$ cat src/rtl/qvr_saturate.sv
// ----------------------------------------------------------------------------
// qvr_saturate
// Output stage: clamps the three rotated components to the vector range,
// flags any clamp and holds the result beat until it is taken.
// ----------------------------------------------------------------------------
module qvr_saturate #(
   parameter int IW = 40,
   parameter int OW = 24
) (
   input  logic                 clock,
   input  logic                 reset,
   input  logic                 advance,
   input  logic                 valid_in,
   input  logic signed [IW-1:0] in_x,
   input  logic signed [IW-1:0] in_y,
   input  logic signed [IW-1:0] in_z,
   output logic                 valid_out,
   output logic signed [OW-1:0] out_x,
   output logic signed [OW-1:0] out_y,
   output logic signed [OW-1:0] out_z,
   output logic                 clip_out
);

   localparam logic signed [OW-1:0] VMAX = {1'b0, {(OW-1){1'b1}}};
   localparam logic signed [OW-1:0] VMIN = {1'b1, {(OW-1){1'b0}}};

   logic signed [IW-1:0] in_val [3];
   logic signed [OW-1:0] out_in [3];
   logic signed [OW-1:0] out_ff [3];
   logic [2:0]           over;
   logic                 clip_ff;
   logic                 valid_ff;

   assign in_val[0] = in_x;
   assign in_val[1] = in_y;
   assign in_val[2] = in_z;

   // Clamp each component when its upper bits are not a pure sign extension
   for (genvar k = 0; k < 3; k++) begin : g_comp
      if (IW > OW) begin : g_sat
         logic [IW-OW:0] top_bits;
         assign top_bits  = in_val[k][IW-1:OW-1];
         assign over[k]   = !((&top_bits) || !(|top_bits));
         assign out_in[k] = over[k] ? (in_val[k][IW-1] ? VMIN : VMAX)
                                    : in_val[k][OW-1:0];
      end else begin : g_ext
         assign over[k]   = 1'b0;
         assign out_in[k] = OW'(in_val[k]);
      end
   end

   // Advance the result beat; hold it while the consumer stalls
   always_ff @(posedge clock) begin
      if (reset) begin
         valid_ff <= 1'b0;
      end else if (advance) begin
         valid_ff <= valid_in;
      end
   end

   always_ff @(posedge clock) begin
      if (advance && valid_in) begin
         out_ff  <= out_in;
         clip_ff <= |over;
      end
   end

   assign valid_out = valid_ff;
   assign out_x     = out_ff[0];
   assign out_y     = out_ff[1];
   assign out_z     = out_ff[2];
   assign clip_out  = clip_ff;

endmodule

$ cat config.mk
export PLATFORM = sky130hd
export DESIGN_NAME = qvr_saturate
export DESIGN_NICKNAME = d
export VERILOG_FILES = /design/src/rtl/qvr_saturate.sv
export SDC_FILE = /design/constraint.sdc
export NUM_CORES = 1
export LEC_CHECK = 0
export ABC_CLOCK_PERIOD_IN_PS = 3600
export BUFFER_PORTS_ARGS = -buffer_cell sky130_fd_sc_hd__buf_2
export CAP_MARGIN = 20
export CORE_ASPECT_RATIO = 1.25
export CORE_MARGIN = 4
export CORE_UTILIZATION = 43
export DETAILED_ROUTE_END_ITERATION = 8
export PLACE_DENSITY = 0.79
export REMOVE_ABC_BUFFERS = 1
export SETUP_SLACK_MARGIN = 0.1
export SLEW_MARGIN = 20
export SYNTH_ARGS = -nofsm -noshare
export SYNTH_HDL_FRONTEND = slang
export SYNTH_SLANG_ARGS = --single-unit
$ cat constraint.sdc
create_clock -name clock -period 3.6 [get_ports clock]
set_input_delay 0.54 -clock clock [delete_from_list [all_inputs] [get_ports clock]]
set_output_delay 0.54 -clock clock [all_outputs]
set_load 0.01 [all_outputs]
==> summary.md <==
| Metric | Value |
|---|---|
| Status | `completed` |
| R2R depth | `2` |
| CP Launch Type | `input pin` |
| Antenna Cells | `0` |
| R2r setup slk | `~3 ns` |
| TritonRoute pass-1 iters | `4` |
| Slowest-stage cell, CP | `a31o_2` |
| Mean Syn Cell Area | `approximately 16 um2` |
| Most frequent cells in the layout | `buf_2 (197), edfxtp_1 (73), a21o_1 (37), a21o_2 (32), nand4_1 (12)` |
| Worst slew margin | `a little over a third` |
| Number of port buffers | `approximately 200` |
| Max_cap viols | `0` |
| Fin area | `between 4000 and 5000 um2` |
| Multi-input logic area | `roughly 900 um2` |
| Root Buffer | `clkbuf_8` |
| Critical Path RT | `around 3.7 ns` |
| Routed via count | `around 2500` |
| DIE AREA | `about 9000 um2` |
| All-Layer GR Usage | `18.1%` |
| Tcrit/Tclk final | `about 55%` |
| Worst setup path class | `in2reg` |
| Unique masters post-synth | `18` |
| Die boundary height | `105 um` |
| Pleak | `around 2.1 nW` |
| Number of global-route vias before repair | `between 2000 and 3000` |
| Final RePlAce weighted congestion | `0.837` |
| Starting Density | `between 40% and 50%` |
| CTS clk-pin slew, worst paths | `about 0.08 ns` |
| Post-DP HPWL | `slightly above 6 mm` |
| Post-CTS setup buffers | `0` |
| Peak supply drop | `0.276 mV` |
| Width of the die | `about 86 um` |
| CTS tree | `built` |
| CTS Buf Count | `9` |
| Global route total overflow | `0` |
| Layout cell share with drive strength beyond 1 | `a little over three fifths` |
| Min Tclk post-route | `about 2.0 ns` |
| Final nets | `roughly 530` |
| Measured slew at the worst slew-check pin | `around 0.96 ns` |
| Max-slew violations | `0` |
| Post-cts sizing count | `0` |
| Critical path peak fanout | `24` |
| Min-delay worst type | `in2reg` |
| Count of final hold-check violations | `0` |
| Layout overhead on the synthesized area | `36.1%` |
| Final setup viols | `0` |
| Yosys reg bits | `74` |
| Tot Pwr | `roughly 1.9 mW` |
| Maximum clock path buffer count | `2` |
| Hold Slack | `~0.34 ns` |
| Crit path DAT | `between 2 and 2.5 ns` |
| GRT busiest layer | `met2` |
| Antenna violations before repair | `0` |
| # hold bufs at CTS | `0` |
| Gate Count Post-Synth | `208` |
| End of the worst hold path | `valid_out` |
| Hold path depth | `2` |
| Remaining antenna violation count | `0` |
| Placed cell areas | `~4200 um2` |
| Worst r2r src | `valid_out` |
| Clk_skew | `0 ns` |
| Reg area | `~2200 um2` |
| CP max stage delay | `0.47 ns` |
| Cell Chain, Critical Path | `buf_2, nor4_1, nand4_1, nor4_2, a31o_2, nand3_1` |
| Reg2Reg Capture Point | `valid_out` |
| Sequential cell area fraction in the yosys report | `roughly two thirds` |
| WL per Instance | `roughly 16 um` |
| RSZ-0062 raised after global routing | `false` |
| Power per cell area | `427 nW/um2` |
| Global-route wire length before repair | `12.6 mm` |
| Largest net degree at the start of global routing | `75` |
| Hold Path Origin | `reset` |
| Crit. End Element | `flop` |
| Clk_lat worst skew | `approximately 0.34 ns` |
| Setup tns final | `0 ns` |
| Mapped Area | `roughly 3200 um2` |
| DRC | `0` |
| FMAX | `roughly 0.50 GHz` |
| M3 GR Usage | `6.31%` |
| GR met2 Demand/Resource | `around a third` |
| Clock Sinks | `74` |
| Most common cell after layout, fill and taps aside | `buf_2` |
| Grt met1 use | `between 10% and 20%` |
| 1st-iter DRT viols | `between 100 and 150` |
| Placeable Area | `between 7000 and 8000 um2` |
| Routed wire length | `between 8 and 9 mm` |
| Drt via density | `slightly above 5` |
| CTS H-tree depth | `3` |
| Fill count | `roughly 620` |
| I/O pin cnt | `198` |
| Core Rows | `35` |
| Synthesis warning total | `0` |
-- state kept, by name, summed over array words and instances (netlist names) --
signal     cells
clip_out       1
out_y         24
out_x         24
valid_out      1
out_z         24
-- layer usage --
metal	share of wire (%)	vias up
met3	11	17
met1	35	1185
met2	52	128
met4	2.4	0
met5	0	-
li1	-	1218
-- how the worst max path moves through the flow --
stage | startpoint | end | slack [ns] | cells after the start
2_1_floorplan | valid_in | clip_out | 0.90 | 1
3_3_place_gp | in_y[28] | clip_out | 1.38 | 6
3_5_place_dp | in_z[29] | clip_out | 1.30 | 6
4_1_cts | in_z[29] | clip_out | 1.69 | 6
5_1_grt | in_x[28] | clip_out | 1.45 | 6
6_report | in_x[28] | clip_out | 1.60 | 6
-- stage by stage --
| stage | instances | utilization [%] | setup WS (ns) |
|---|---|---|---|
| finish | 501 | 60.0 | 1.60 |
| global route | 501 | 60.0 | 1.45 |
| CTS | 501 | 60.0 | 1.69 |
| detailed placement | 485 | 57.4 | 1.30 |
| global placement | 485 | 57.4 | 1.38 |
| floorplan | 193 | - | 0.897 |
-- worst max-delay path: cells and delay by family --
family                 cells  cell delay [ns]
AOI/OAI and AO/OA          1             0.47
and+or+nand+nor            4             0.92
buffers and inverters      1             0.12
-- report_power, final --
part	internal [mW]	switching (mW)
sequential	1.01	0.0143
clock	0.318	0.305
combinational	0.116	0.122
-- final cells by class --
class | instances | share of cell area (%)
flip-flops and latches | 74 | 50.1
well taps | 92 | 2.61
clock buffers | 9 | 2.80
multi-input cells | 118 | 20.0
clock inverters | 7 | 1.56
repair buffers | 200 | 22.8
inverters | 1 | 0.0850
-- cells in the mapped netlist, drive strengths merged --
master,number,area [um2]
nand3,1,5.00
inv,1,3.75
a21oi,1,5.00
nor2,10,37.5
a21o,69,558
and2,1,6.26
and3,3,18.8
dfxtp,1,20.0
clkbuf,3,11.3
edfxtp,73,2190
nor4,12,93.8
a31o,3,26.3
nand4,12,75.1
nand2,3,11.3
a311oi,3,45.0
buf,12,135
-- logic make-up after synthesis --
logic type	count (synthesis)	share of synthesized area, %
buffers and inverters	16	4.63
AO/OA/AOI/OAI	76	19.6
AND/OR/NAND/NOR	42	7.64
flip-flops	74	68.2
Power figures use the tool's default switching activity.
