[config.mk]
export PLATFORM = sky130hd
export DESIGN_NAME = qvr_round_sum
export DESIGN_NICKNAME = d
export VERILOG_FILES = /design/src/rtl/qvr_pkg.sv /design/src/rtl/qvr_round_sum.sv
export SDC_FILE = /design/constraint.sdc
export NUM_CORES = 1
export LEC_CHECK = 0
export BUFFER_PORTS_ARGS = -buffer_cell sky130_fd_sc_hd__buf_2
export CAP_MARGIN = 40
export CORE_AREA = 2 2 343 345
export CTS_BUF_LIST = sky130_fd_sc_hd__clkbuf_16
export DETAILED_ROUTE_END_ITERATION = 12
export DIE_AREA = 0 0 345 347
export HOLD_SLACK_MARGIN = 0.06
export SETUP_SLACK_MARGIN = 0.15
export SKIP_LAST_GASP = 1
export SLEW_MARGIN = 20
export SYNTH_ARGS = -nofsm -noshare
export SYNTH_HDL_FRONTEND = slang
export SYNTH_SLANG_ARGS = --single-unit
[constraint.sdc]
create_clock -name clock -period 8.4 [get_ports clock]
set_input_delay 0.84 -clock clock [delete_from_list [all_inputs] [get_ports clock]]
set_output_delay 0.84 -clock clock [all_outputs]
set_load 0.01 [all_outputs]
[src/rtl/qvr_pkg.sv]
// ----------------------------------------------------------------------------
// qvr_pkg
// Shared types, component indexes and width helpers for the quaternion
// vector rotate unit.
// ----------------------------------------------------------------------------
package qvr_pkg;

   // Quaternion components are Q1.14, 16-bit two's complement
   localparam int QUAT_WIDTH = 16;

   typedef logic signed [QUAT_WIDTH-1:0] quat_comp_type;

   typedef struct packed {
      quat_comp_type x;
      quat_comp_type y;
      quat_comp_type z;
      quat_comp_type s;
   } quat_type;

   // Operand component slots (vector x/y/z/w, quaternion x/y/z/s)
   localparam int IDX_X = 0;
   localparam int IDX_Y = 1;
   localparam int IDX_Z = 2;
   localparam int IDX_W = 3;
   localparam int IDX_S = 3;

   // Accumulator width for a four-term sum of products, kept wide enough
   // that the rounded, shifted result always has a sign bit and one more
   function automatic int sum_width(input int prod_width, input int frac);
      if (prod_width + 3 > frac + 2) begin
         return prod_width + 3;
      end
      return frac + 2;
   endfunction

endpackage

[src/rtl/qvr_round_sum.sv]
// ----------------------------------------------------------------------------
// qvr_round_sum
// Adder stage: combines registered products into the four components of a
// Hamilton product, rounds to nearest and drops the fraction bits.
// ----------------------------------------------------------------------------
module qvr_round_sum #(
   parameter  int PW   = 40,
   parameter  int FRAC = 14,
   localparam int RW   = qvr_pkg::sum_width(PW, FRAC) - FRAC
) (
   input  logic                   clock,
   input  logic                   reset,
   input  logic                   advance,
   input  logic                   valid_in,
   input  logic signed [PW-1:0]   prod_in [4][4],
   input  qvr_pkg::quat_type      quat_in,
   output logic                   valid_out,
   output qvr_pkg::quat_type      quat_out,
   output logic signed [RW-1:0]   r_x,
   output logic signed [RW-1:0]   r_y,
   output logic signed [RW-1:0]   r_z,
   output logic signed [RW-1:0]   r_w
);
   import qvr_pkg::*;

   localparam int SW = sum_width(PW, FRAC);
   localparam logic signed [SW-1:0] RND = SW'(1) << (FRAC - 1);

   logic signed [SW-1:0] p [4][4];
   logic signed [SW-1:0] sum_x, sum_y, sum_z, sum_w;
   logic signed [RW-1:0] rx_in, ry_in, rz_in, rw_in;
   logic signed [RW-1:0] rx_ff, ry_ff, rz_ff, rw_ff;
   quat_type             quat_ff;
   logic                 valid_ff;

   for (genvar i = 0; i < 4; i++) begin : g_row
      for (genvar j = 0; j < 4; j++) begin : g_col
         assign p[i][j] = SW'(prod_in[i][j]);
      end
   end

   // Hamilton product terms, rounding bias folded in
   always_comb begin
      sum_x = p[IDX_Z][IDX_Y] - p[IDX_Y][IDX_Z] + p[IDX_X][IDX_S] - p[IDX_W][IDX_X] + RND;
      sum_y = p[IDX_X][IDX_Z] - p[IDX_Z][IDX_X] + p[IDX_Y][IDX_S] - p[IDX_W][IDX_Y] + RND;
      sum_z = p[IDX_Y][IDX_X] - p[IDX_X][IDX_Y] + p[IDX_Z][IDX_S] - p[IDX_W][IDX_Z] + RND;
      sum_w = p[IDX_W][IDX_S] - p[IDX_X][IDX_X] - p[IDX_Y][IDX_Y] - p[IDX_Z][IDX_Z] + RND;
      rx_in = sum_x[SW-1:FRAC];
      ry_in = sum_y[SW-1:FRAC];
      rz_in = sum_z[SW-1:FRAC];
      rw_in = sum_w[SW-1:FRAC];
   end

   // Advance the stage; hold the beat while the next stage is stalled
   always_ff @(posedge clock) begin
      if (reset) begin
         valid_ff <= 1'b0;
      end else if (advance) begin
         valid_ff <= valid_in;
      end
   end

   always_ff @(posedge clock) begin
      if (advance && valid_in) begin
         rx_ff   <= rx_in;
         ry_ff   <= ry_in;
         rz_ff   <= rz_in;
         rw_ff   <= rw_in;
         quat_ff <= quat_in;
      end
   end

   assign valid_out = valid_ff;
   assign quat_out  = quat_ff;
   assign r_x       = rx_ff;
   assign r_y       = ry_ff;
   assign r_z       = rz_ff;
   assign r_w       = rw_ff;

endmodule

==> flow_summary.ini, run 1 <==
[cts]
post_cts_buffers = 0
ctsResizeCount = 0
postCtsHoldBufs = 0
cts_num_sinks = 181
numCtsBuffers = 17
cts_tree = done
clkLatencyLatePin_ns = 0.53
clockBufferDepth = 2
cts_root_buffer = clkbuf_16
clkTransAtPathRegs_ns = 0.09
cts.htree.levels = 4

[setup_path]
cp-start-kind = input pin
crit_type = in -> reg
worstReg2RegStart = valid_out
r2r-end = valid_out
cp-end-kind = register
crit_chain = buf_2 -> fa_1 -> inv_1 -> fa_1 -> ha_1 -> ha_1 -> nand3_1 -> nand2_1 -> a21oi_1 -> o21ai_0 -> a31oi_4 -> o311ai_4 -> a21o_4 -> a311oi_2 -> xnor2_1
critical_path_required_ns = 8.68
cp.arrival_ns = 5.58
r2r_slack_ns = 7.82
max_stage_delay_ns = 0.66
reg2reg_depth = 2
worstPathMaxFanout = 7
cp_slowest_cell = a21oi_1

[hold_path]
whs_path_depth = 2
hold_path_end = valid_out
hold_class = in -> reg
min_from = reset

[timing]
final-hold-violation-count = 0
worst_pin_slew_ns = 1.05
tns_ns = 0
fin_crit_sh_pct = 63.1
skew_ns = 0
max_freq_mhz = 189
fin_crit_ns = 5.30
maxSlewHeadroom_pct = 30.1
rsz0062_at_grt = false
drv_slew = 0
setup_violations = 0

[logic_synthesis]
synth-seq-cells = 181
synthesis.area_um2 = 22400
synth_edf_count = 180
async_reset_ff_share_pct = 0
yosysWarnings = 0
yosysSeqAreaShare_pct = 24.2
netlist_instances = 2068
synthesis.nets = 3418
synth_cell_type_count = 70
synth_flop_cell = edfxtp_1
syn_area_per_cell_um2 = 10.8

[power_and_ir_drop]
ir_worst_vdd_uv = 163
p_total_uw = 7200
seqPwrFrac_pct = 21.3
p_leak_uw = 0.0151
power_density_nw_per_um2 = 245
p_clk_share_pct = 13.0
switching_share_pct = 47.7
power_frac_comb_pct = 65.7
power.internal_uw = 3770
p_switching_uw = 3430

[global_routing]
grt_pass1_vias = 19200
grt_antenna_before_repair = 16
grt_usage_pct = 14.7
gr-total-overflow = 0
grt_max_degree = 142
grt_pass1_wl_um = 127000

[place]
dp_hpwl_um = 79800
numPortBuffers = 888
numPlacedInstances = 4471
gp_congestion = 0.933
post_dp_cell_area_um2 = 28800

[layout]
drive_above_1_share_pct = 31.9
utilization_pct = 25.4
multiInputGateArea_um2 = 15000
fillers = 12500
finalNonFillerCells = 4510
fin_area_um2 = 29400
seqCellArea_um2 = 5430
syn2layout_area_growth_pct = 31.2
fin_nets = 4317

[die]
initial_core_util_pct = 19.4
die_area_um2 = 120000
core_um2 = 116000
die_h_um = 347
fp-row-count = 125
ios = 889
die-width_um = 345

[run_status]
outcome = finished clean

[route]
ant_nets = 0
vias_per_cell = 4.14
totalWireLength_um = 88900
avgRoutedWirePerCell_um = 19.7
drc = 0
dr.pass1.iters = 5
drtIter0Drc = 1102
vias = 18700

[flow_run]
maxCapViolCount = 0
==> worst max-delay path, delay by kind of cell <==
| family | cells | cell delay (ns) |
|---|---|---|
| xor+xnor | 1 | 0.11 |
| fa+ha+maj | 4 | 1.84 |
| simple gates | 2 | 0.20 |
| buf+inv | 2 | 0.20 |
| compound gates | 6 | 2.37 |
==> cell usage after synthesis, drive strengths merged (24+ instances only) <==
cell type	instances	share of area, %
o21ai	60	1.4
xnor2	66	2.6
xor2	40	1.6
nand4	24	0.67
edfxtp	180	24
nor2	53	0.89
ha	326	18
a21o	63	2.1
a21oi	123	2.8
fa	316	28
inv	505	8.5
nand2	73	1.2
==> sequential cells by signal, summed over array words and instances (netlist names) <==
name	flops
quat_out	64
r_z	29
r_y	29
valid_out	1
r_w	29
r_x	29
==> worst max path at each step <==
stage / from / to / slack, ns / cells past startpoint
final: prod_in[57] / r_z[26] / 3.10 / 15
after floorplan: valid_in / quat_out[0] / 2.89 / 1
after global placement: prod_in[57] / r_z[28] / 2.50 / 13
after detailed placement: prod_in[57] / r_z[28] / 2.59 / 13
after CTS: prod_in[57] / r_z[28] / 3.19 / 13
after global routing: prod_in[57] / r_z[28] / 2.99 / 15
==> power by group through the flow <==
stage / clock (uW) / sequential [uW] / combinational, uW
after floorplan: 0 / 1640 / 2880
after global placement: 0 / 1550 / 4700
after detailed placement: 0 / 1550 / 4730
after CTS: 999 / 1540 / 4780
after global routing: 1020 / 1560 / 5300
final: 932 / 1530 / 4730
==> cells in the final DEF (no fill, tap or decap), types with 12 or more instances in the layout <==
master,count
a211oi_1,12
a21o_1,62
a21oi_1,122
a31oi_1,13
and3_1,15
buf_2,890
clkbuf_16,17
edfxtp_1,180
fa_1,316
ha_1,326
inv_1,505
nand2_1,73
nand3_1,21
nand4_1,24
nor2_1,53
nor2b_1,14
nor3_1,12
o21ai_0,56
o21bai_1,21
xnor2_1,66
xor2_1,40
==> metal layers <==
layer | vias to the layer above | routed length [um] | track usage (%)
met5 | - | 34 | 0
li1 | 8677 | - | -
met1 | 9302 | 41600 | 20.3
met2 | 596 | 39300 | 22.3
met4 | 6 | 1690 | 4.19
met3 | 70 | 6250 | 4.01
==> stage by stage <==
| stage | setup WS (ns) | hold WS (ns) |
|---|---|---|
| floorplan | 2.89 | 0.525 |
| global placement | 2.50 | 0.462 |
| detailed placement | 2.59 | 0.468 |
| CTS | 3.19 | 0.372 |
| global route | 2.99 | 0.411 |
| finish | 3.10 | 0.451 |
==> cell type report <==
type                            count  share of cell area (%)
Antenna cell                        6                  0.0510
Clock buffer                       17                    1.45
Sequential cell                   181                    18.4
Clock inverter                     15                   0.727
Timing Repair Buffer              893                    15.3
Multi-Input combinational cell   1369                    51.1
Inverter                          505                    6.44
Tap cell                         1524                    6.48
==> kinds of logic after synthesis <==
kind of cell | synth area share (%)
AO/OA/AOI/OAI | 10.9
adder cells (fa/ha/maj) | 46.4
flip-flops | 24.2
buffers and inverters | 8.68
XOR/XNOR | 4.14
AND/OR/NAND/NOR | 5.62
multiplexers | 0.0502
(Power assumes the default switching activity.)
==> run 2: changes to the inputs <==
--- a/config.mk
+++ b/config.mk
@@ -5,12 +5,13 @@
 export SDC_FILE = /design/constraint.sdc
 export NUM_CORES = 1
 export LEC_CHECK = 0
+export ABC_AREA = 1
 export BUFFER_PORTS_ARGS = -buffer_cell sky130_fd_sc_hd__buf_2
 export CAP_MARGIN = 40
-export CORE_AREA = 2 2 343 345
+export CORE_AREA = 2 2 347 349
 export CTS_BUF_LIST = sky130_fd_sc_hd__clkbuf_16
 export DETAILED_ROUTE_END_ITERATION = 12
-export DIE_AREA = 0 0 345 347
+export DIE_AREA = 0 0 349 351
 export HOLD_SLACK_MARGIN = 0.06
 export SETUP_SLACK_MARGIN = 0.15
 export SKIP_LAST_GASP = 1
==> constraint.sdc (replaced) <==
create_clock -name clock -period 4.5 [get_ports clock]
set_input_delay 0.45 -clock clock [delete_from_list [all_inputs] [get_ports clock]]
set_output_delay 0.45 -clock clock [all_outputs]
set_load 0.01 [all_outputs]
==> flow_summary.ini, run 2 <==
[logic_synthesis]
yosysMostFrequentCell = inv_1
synth_top_area_share_pct = 24.1
netlist_instances = 3201
yosys-top-cells-area = fa_1, edfxtp_1, ha_1
synthesis.area_um2 = 26200
synth_edf_count = 180
synth-seq-cells = 181
yosysSeqAreaShare_pct = 20.7
synth_cell_type_count = 37
async_reset_ff_share_pct = 0
synth_common_cells = inv_1, nand2_1, ha_1, fa_1, nor2_1
yosysWarnings = 0
syn_area_per_cell_um2 = 8.19
synth_flop_cell = edfxtp_1
yosys.area.top_type = fa_1
synthesis.nets = 4551

[run_status]
outcome = finished clean

[route]
dr.pass1.iters = 6
vias = 25000
drtIter0Drc = 1498
drc = 0
totalWireLength_um = 106000
vias_per_cell = 4.34
avgRoutedWirePerCell_um = 18.5
ant_nets = 0

[layout]
drive_above_1_share_pct = 23.8
multiInputGateArea_um2 = 18000
syn2layout_area_growth_pct = 29.7
final_common_cell = buf_2
fin_nets = 5531
fillers = 13000
largest_reg_flops = 64
seqCellArea_um2 = 5430
final_cell_mix = buf_2, inv_1, nand2_1

[place]
gp_congestion = 1.00
numPortBuffers = 888
pre_cts_slack_ns = 0.403
dp_hpwl_um = 95400

[global_routing]
grt_usage_pct = 17.0
gr-total-overflow = 0
grt_max_degree = 64
grt_antenna_before_repair = 27
grt_pass1_vias = 25600
grt_pass1_wl_um = 154000

[setup_path]
worstPathMaxFanout = 3
worstReg2RegStart = valid_out
crit_type = in -> reg
cp-end-kind = register
critPathLaunch = prod_in[252]
cp.arrival_ns = 3.85
critical_path_required_ns = 4.81
cp-start-kind = input pin

[timing]
worst_pin_slew_ns = 0.606
rsz0062_at_grt = false
drv_slew = 0
setup_violations = 0
maxSlewHeadroom_pct = 59.2
tns_ns = 0
fin_crit_ns = 3.54
fin_crit_sh_pct = 78.7
timing.final.ws_setup_ns = 0.960
skew_ns = 0
max_freq_mhz = 283
final-hold-violation-count = 0

[cts]
cts_num_sinks = 181
clkLatencyLatePin_ns = 0.54
cts_tree = done
numCtsBuffers = 17
cts.htree.levels = 4
cts_root_buffer = clkbuf_16
clockBufferDepth = 2
clkTransAtPathRegs_ns = 0.09
post_cts_buffers = 0

[die]
die_area_um2 = 122000
die-width_um = 349
fp-row-count = 127
core_um2 = 119000
ios = 889
initial_core_util_pct = 22.0
die_h_um = 351

[hold_path]
min_from = quat_in[60]
hold_class = in -> reg

[power_and_ir_drop]
p_leak_uw = 0.0176
power_density_nw_per_um2 = 464
ir_worst_vdd_uv = 332

[flow_run]
maxCapViolCount = 0
-- run 2: changes by cell type after synthesis, moves of 15 or more --
cell / change
a21oi_1: +106
inv_1: +190
and3_1: -15
nand3_1: +107
o21ai_0: +56
nand2_1: +607
nor3_1: +18
inv_2: +28
a21o_1: -50
nor2_1: +200
xnor2_1: -53
-- run 2: stage by stage --
step | utilization, % | power [uW] | area (um2) | hold slack [ns] | instances
after floorplan | - | 9790 | 26200 | 0.477 | 3201
after global placement | 27.5 | 13900 | 32700 | 0.440 | 5646
after detailed placement | 27.5 | 13900 | 32700 | 0.455 | 5647
after CTS | 28.5 | 15900 | 34000 | 0.123 | 5742
after global routing | 28.5 | 17200 | 34000 | 0.128 | 5748
final | 28.6 | 15800 | 34000 | 0.186 | 5751
-- run 2: layout make-up --
cell class | count | share of cell area, %
clock buffers | 17 | 1.25
clock inverters | 15 | 0.611
multi-input cells | 2289 | 53.1
inverters | 731 | 8.08
well taps | 1548 | 5.70
repair buffers | 961 | 15.3
diodes | 9 | 0.0663
flip-flops and latches | 181 | 16.0
-- run 2: per-layer routing --
layer	share of wire [%]	global-route usage (%)	up-vias
met5	0.19	0	-
met1	41	20.3	11800
met4	2.5	4.80	32
li1	-	-	12100
met2	49	29.8	902
met3	7.4	4.71	114
-- run 2: worst paths after layout --
kind,end,slack [ns],cells past startpoint
worst max register to register,valid_out,3.94,2
worst max-delay path,r_x[24],0.96,14
worst min-delay path,quat_out[60],0.19,1
worst min register to register,valid_out,0.47,2
-- run 2: repair_timing --
action                                  CTS  global route
endpoints found under the setup margin    0             0
hold buffers                             63             0
resized for setup                         0             0
hold endpoints to repair                 63             0
-- run 2: kinds of logic after synthesis --
family / share of synthesized area [%]
and+or+nand+nor: 18.9
DFF: 20.7
xor gates and xnor gates: 1.91
adders and majority gates: 39.7
buffers and inverters: 10.5
AOI/OAI and AO/OA: 8.34
-- run 2: critical path: stages --
cell and delay (ns):
buf_2 0.08, inv_1 0.12, fa_1 0.54, inv_1 0.05, fa_1 0.39, fa_1 0.51, ha_1 0.34, nand2_1 0.11
nor2_1 0.21, inv_1 0.12, nor4_1 0.51, nand3_1 0.20, nand4_1 0.14, nand2_1 0.06
-- run 2: where the power goes --
group	total (uW)	internal, uW	switching [uW]
logic	11200	3870	7350
registers	2780	2620	154
clock network	1770	809	965
total	15800	7300	8470
